<file path="config.mk">
export PLATFORM = sky130hd
export DESIGN_NAME = bfdd_ctrl
export DESIGN_NICKNAME = d
export VERILOG_FILES = /design/src/rtl/bfdd_pkg.sv /design/src/rtl/bfdd_ctrl.sv
export SDC_FILE = /design/constraint.sdc
export NUM_CORES = 1
export LEC_CHECK = 0
export BUFFER_PORTS_ARGS = -buffer_cell sky130_fd_sc_hd__buf_4
export CAP_MARGIN = 15
export CORE_AREA = 2 2 39 41
export CTS_BUF_LIST = sky130_fd_sc_hd__clkbuf_4
export CTS_CLUSTER_DIAMETER = 40
export DETAILED_ROUTE_END_ITERATION = 8
export DIE_AREA = 0 0 41 43
export PLACE_DENSITY_LB_ADDON = 0.12
export SLEW_MARGIN = 20
export SYNTH_ARGS = -nofsm -noshare
export SYNTH_HDL_FRONTEND = slang
export SYNTH_SLANG_ARGS = --single-unit
</file>
<file path="constraint.sdc">
create_clock -name clk -period 1.5 [get_ports clk]
set_input_delay 0.225 -clock clk [delete_from_list [all_inputs] [get_ports clk]]
set_output_delay 0.225 -clock clk [all_outputs]
set_load 0.01 [all_outputs]
</file>
<file path="src/rtl/bfdd_pkg.sv">
`default_nettype none
// ----------------------------------------------------------------------------
// Bus frame device discovery package
// Shared types, frame constants and codes for the discovery block.
// ----------------------------------------------------------------------------
package bfdd_pkg;

    // Number of leading chunk bytes that are kept for parsing
    localparam int KEPT = 12;

    // Frame recognition bytes
    localparam logic [7:0] SOF_SHORT  = 8'h07;
    localparam logic [7:0] SOF_EXT    = 8'h0B;
    localparam logic [7:0] ADDR_MARK  = 8'hA8;
    localparam logic [7:0] EXT_MARK   = 8'hEC;
    localparam logic [7:0] DEV_SPLIT  = 8'hB0;
    localparam logic [7:0] NO_BUS_ID  = 8'hFF;
    localparam logic [7:0] NO_REQ     = 8'hFF;

    // Request and destination codes
    localparam logic [7:0] REQ_THERM  = 8'h30;
    localparam logic [7:0] REQ_CMD    = 8'h12;
    localparam logic [7:0] DEST_THERM = 8'hB4;
    localparam logic [7:0] DEST_EXCL  = 8'hB1;

    // Command codes
    localparam logic [7:0] CMD_BLIND_UP   = 8'h08;
    localparam logic [7:0] CMD_BLIND_DN   = 8'h09;
    localparam logic [7:0] CMD_BLIND_STOP = 8'h0A;
    localparam logic [7:0] CMD_SW_ON      = 8'h00;
    localparam logic [7:0] CMD_SW_OFF     = 8'h01;
    localparam logic [7:0] CMD_ALARM_A    = 8'h43;
    localparam logic [7:0] CMD_ALARM_B    = 8'h44;
    localparam logic [7:0] CMD_ALARM_C    = 8'h49;
    localparam logic [7:0] CMD_ALARM_D    = 8'h4E;
    localparam logic [7:0] CMD_DIM_A      = 8'h03;
    localparam logic [7:0] CMD_DIM_B      = 8'h04;
    localparam logic [3:0] CMD_DIM_LOW    = 4'hD;

    // Highest bus id kept as is; larger ids fold to zero
    localparam logic [7:0] MAX_BUS_ID = 8'd10;

    // Device type codes
    localparam logic [3:0] DT_NONE   = 4'd0;
    localparam logic [3:0] DT_SWITCH = 4'd1;
    localparam logic [3:0] DT_DIMMER = 4'd3;
    localparam logic [3:0] DT_BLIND  = 4'd8;
    localparam logic [3:0] DT_ALARM  = 4'd14;
    localparam logic [3:0] DT_THERM  = 4'd15;

    // Event codes
    localparam logic [1:0] EV_NONE    = 2'd0;
    localparam logic [1:0] EV_NEW     = 2'd1;
    localparam logic [1:0] EV_CHANGED = 2'd2;
    localparam logic [1:0] EV_INCONS  = 2'd3;

    // Extended mode codes
    localparam logic [1:0] MODE_SHORT = 2'd0;
    localparam logic [1:0] MODE_SEEN  = 2'd1;
    localparam logic [1:0] MODE_CONF  = 2'd2;

    // Result word layout
    localparam int OUT_W = 24;

    typedef enum logic [1:0] {
        ST_CLEAR,
        ST_IDLE,
        ST_LOOKUP,
        ST_DECIDE
    } bfdd_state_t;

    // Controller to datapath commands
    typedef struct packed {
        logic clr_wr;
        logic accept;
        logic lookup;
        logic commit;
    } bfdd_cmd_t;

    // Datapath to controller status
    typedef struct packed {
        logic close;
        logic clr_last;
        logic out_free;
    } bfdd_sts_t;

endpackage : bfdd_pkg
`default_nettype wire

</file>
<file path="src/rtl/bfdd_ctrl.sv">
`default_nettype none
// ----------------------------------------------------------------------------
// Discovery controller
// Sequences the table clear pass, byte intake, lookup and commit.
// ----------------------------------------------------------------------------
module bfdd_ctrl (
    input  wire logic                clk,
    input  wire logic                rst_n,
    input  wire logic                s_tvalid,
    output logic                     s_tready,
    input  wire bfdd_pkg::bfdd_sts_t sts,
    output bfdd_pkg::bfdd_cmd_t      cmd
);
    import bfdd_pkg::*;

    bfdd_state_t state_reg;
    bfdd_state_t state_next;

    // State register
    always_ff @(posedge clk or negedge rst_n)
    begin
        if (!rst_n)
        begin
            state_reg <= ST_CLEAR;
        end
        else
        begin
            state_reg <= state_next;
        end
    end

    // Next state and commands
    always_comb
    begin
        state_next = state_reg;
        s_tready   = 1'b0;
        cmd        = '0;
        unique case (state_reg)
            ST_CLEAR:
            begin
                cmd.clr_wr = 1'b1;
                if (sts.clr_last)
                begin
                    state_next = ST_IDLE;
                end
            end
            ST_IDLE:
            begin
                s_tready   = 1'b1;
                cmd.accept = s_tvalid;
                if (s_tvalid && sts.close)
                begin
                    state_next = ST_LOOKUP;
                end
            end
            ST_LOOKUP:
            begin
                cmd.lookup = 1'b1;
                state_next = ST_DECIDE;
            end
            ST_DECIDE:
            begin
                if (sts.out_free)
                begin
                    cmd.commit = 1'b1;
                    state_next = ST_IDLE;
                end
            end
            default:
            begin
                state_next = ST_CLEAR;
            end
        endcase
    end

endmodule : bfdd_ctrl
`default_nettype wire

</file>
==> metrics.md <==
| Metric | Value |
|---|---|
| Outcome | complete, no violations |
| Slowest-stage cell, CP | dfrtp_1 |
| Gpl congestion | 0.723 |
| Drt wl/cell | 8.06 um |
| Initial DRC count | 1 |
| Worst path max stage delay | 380 ps |
| Cts bufs inserted | 3 |
| Setup Crit Path Kind | register to register |
| Area of the die | 1760 um^2 |
| GRT met3 Usage | 3.14% |
| Endpoints failing setup | 0 |
| Power per cell area | 1620 nW/um^2 |
| Final HPWL DP | 325 um |
| CP cell instances | buf_4, ha_2, nor2b_4, a211oi_2, mux2_1 |
| CP max FO | 3 |
| Mean post-synth cell area | 10.8 um^2 |
| Hold crit path type | primary input to async pin |
| Share of layout cells above drive strength 1 | 66.7% |
| Top Usage Layer GRT | met2 |
| Max frequency | 700 MHz |
| Max cap viols | 0 |
| Warnings from Yosys | 0 |
| Cells after synthesis | 17 |
| Cell family with most CP delay | flip-flops |
| #FFs+latches synth | 2 |
| Most frequent cells in the layout | buf_4, ha_2, clkbuf_4 |
| Max reg flops | 2 |
| Largest net degree at the start of global routing | 5 |
| Post-synthesis sequential area ratio | 27.2% |
| Met2 Use GR | 8.44% |
| Worst R2R Setup Slack | 70 ps |
| Least-Margin Pin Slew | 222 ps |
| Post-route setup slack | 70.8 ps |
| CTS tree | built |
| Remaining antenna violation count after routing | 0 |
| Fin. max-slew vios | 0 |
| Final WL | 395 um |
| Post-DR vias/cell | 3.53 |
| Met1 usage | 6.11% |
| Setup Slack @ Placement | 46.6 ps |
| Rows | 14 |
| Commonest non-fill, non-tap cell in the layout | buf_4 |
| Skew final | 2.43 ps |
| Die width | 41 um |
| Unique cell type count in the Yosys netlist | 11 |
| CTS sink cnt | 2 |
| Clk_lat worst skew | 220 ps |
| Reg-to-Reg End | state_reg[1] |
| # DRC | 0 |
| Max IR drop VDD | 477 uV |
| Cell area after synthesis | 184 um^2 |
| Tot Pwr | 0.000551 W |
| Synthesis-to-layout area growth | 84.4% |
| # diodes | 0 |
| Final #Nets | 45 |
| H-Tree Depth | 1 |
| Overflow after GRT | 0 |
| Synth Net Count | 27 |
| Die height | 43 um |
| Critical path data arrival time | 1530 ps |
| Slew margin rel. | 85.2% |
| Clock Tree Buf Depth | 2 |
| Worst Reg2Reg Path Length in Cells | 5 |
| Hold Vio Cnt, Final | 0 |
| Pleak | 0.165 nW |
| Placeable Area | 1380 um^2 |
| Worst-path clk slew | 30 ps |
| Total vias in the final route | 173 |
| Buffers and inverters on the worst path | 1 |
| Pre-antenna DRT Iters | 2 |
| First-pass GRT wire length | 676 um |
| Fin crit share | 95.3% |
| Initial antenna violation count | 0 |
| Setup_tns | 0 ps |
| Vias in the first global route | 180 |
| GRT Total Usage | 6.12% |
| CP required | 1600 ps |
| Crit. End Element | register |
| Min Clock Period, post-route | 1430 ps |
| Io pins | 11 |
| Starting Density | 13.3% |
| Critical path launch point type | register |
| R2r startpoint | state_reg[1] |
| Port Buffers | 10 |
| Root buf cell | clkbuf_4 |
| RSZ-0062 raised after global routing | no |
==> logic make-up after synthesis <==
kind of cell / Yosys count / synth area share [%]
AND/OR/NAND/NOR: 6 / 23.8
adder cells (fa/ha/maj): 4 / 27.2
AO/OA/AOI/OAI: 2 / 11.6
buffers and inverters: 2 / 4.08
flip-flops: 2 / 27.2
multiplexers: 1 / 6.12
==> report_power, final <==
group	leakage [nW]	total (W)	internal (W)	switching, W
Sequential	0.0216	0.0000987	0.0000788	0.0000199
Clock	0.0138	0.000118	0.0000882	0.0000294
Combinational	0.130	0.000334	0.000196	0.000138
Total	0.165	0.000551	0.000363	0.000187
==> routing by layer <==
| layer | vias to the layer above | part of all wire, % |
|---|---|---|
| met2 | 6 | 57 |
| met1 | 75 | 35 |
| met5 | - | 0 |
| li1 | 92 | - |
| met4 | 0 | 0 |
| met3 | 0 | 7.3 |
==> synth_stat cells <==
master | instances | share of area (%)
nor2b_2 | 1 | 4.8
a211oi_2 | 1 | 6.8
dfrtp_1 | 2 | 27
o32ai_1 | 1 | 4.8
and2_1 | 2 | 6.8
inv_1 | 2 | 4.1
ha_1 | 4 | 27
mux2_1 | 1 | 6.1
nor3_1 | 1 | 2.7
nor2b_4 | 1 | 7.5
nand2_1 | 1 | 2.0
==> area by class of cell <==
type | instances | area, um^2
inverters | 2 | 7.51
multi-input cells | 13 | 139
clock buffers | 3 | 22.5
well taps | 16 | 20.0
repair buffers | 13 | 100
fillers | 149 | 1040
flip-flops and latches | 2 | 50.0
==> worst max path at each step <==
| stage | depth (start not counted) | start | endpoint | slack (ps) |
|---|---|---|---|---|
| 2_1_floorplan | 5 | state_reg[0] | state_reg[1] | 80 |
| 3_3_place_gp | 5 | state_reg[0] | state_reg[1] | 80 |
| 3_5_place_dp | 5 | state_reg[1] | state_reg[1] | 50 |
| 4_1_cts | 5 | state_reg[1] | state_reg[1] | 40 |
| 5_1_grt | 5 | state_reg[1] | state_reg[1] | 10 |
| 6_report | 5 | state_reg[1] | state_reg[1] | 70 |
==> worst register-to-register path, stage by stage (launching register included) <==
cell and delay (ps):
dfrtp_1 380, buf_4 140, ha_2 160, nor2b_4 130, a211oi_2 150, mux2_1 340
==> per-stage QoR <==
stage                     cell area [um^2]  instances  hold slack [ps]  utilization (%)
after floorplan                        184         17            -70.6                -
after global placement                 287         44             7.83             20.7
after detailed placement               287         44             8.96             20.7
after CTS                              319         48              306             23.1
after global routing                   339         49              322             24.5
final                                  339         49              319             24.5
==> what timing repair did <==
item	CTS	global route
endpoints found under the setup margin	0	2
hold buffers	1	0
gates resized for setup	0	5
buffers inserted	0	1
hold endpoints to repair	2	0
No activity file was read; power rests on OpenSTA's default activity.
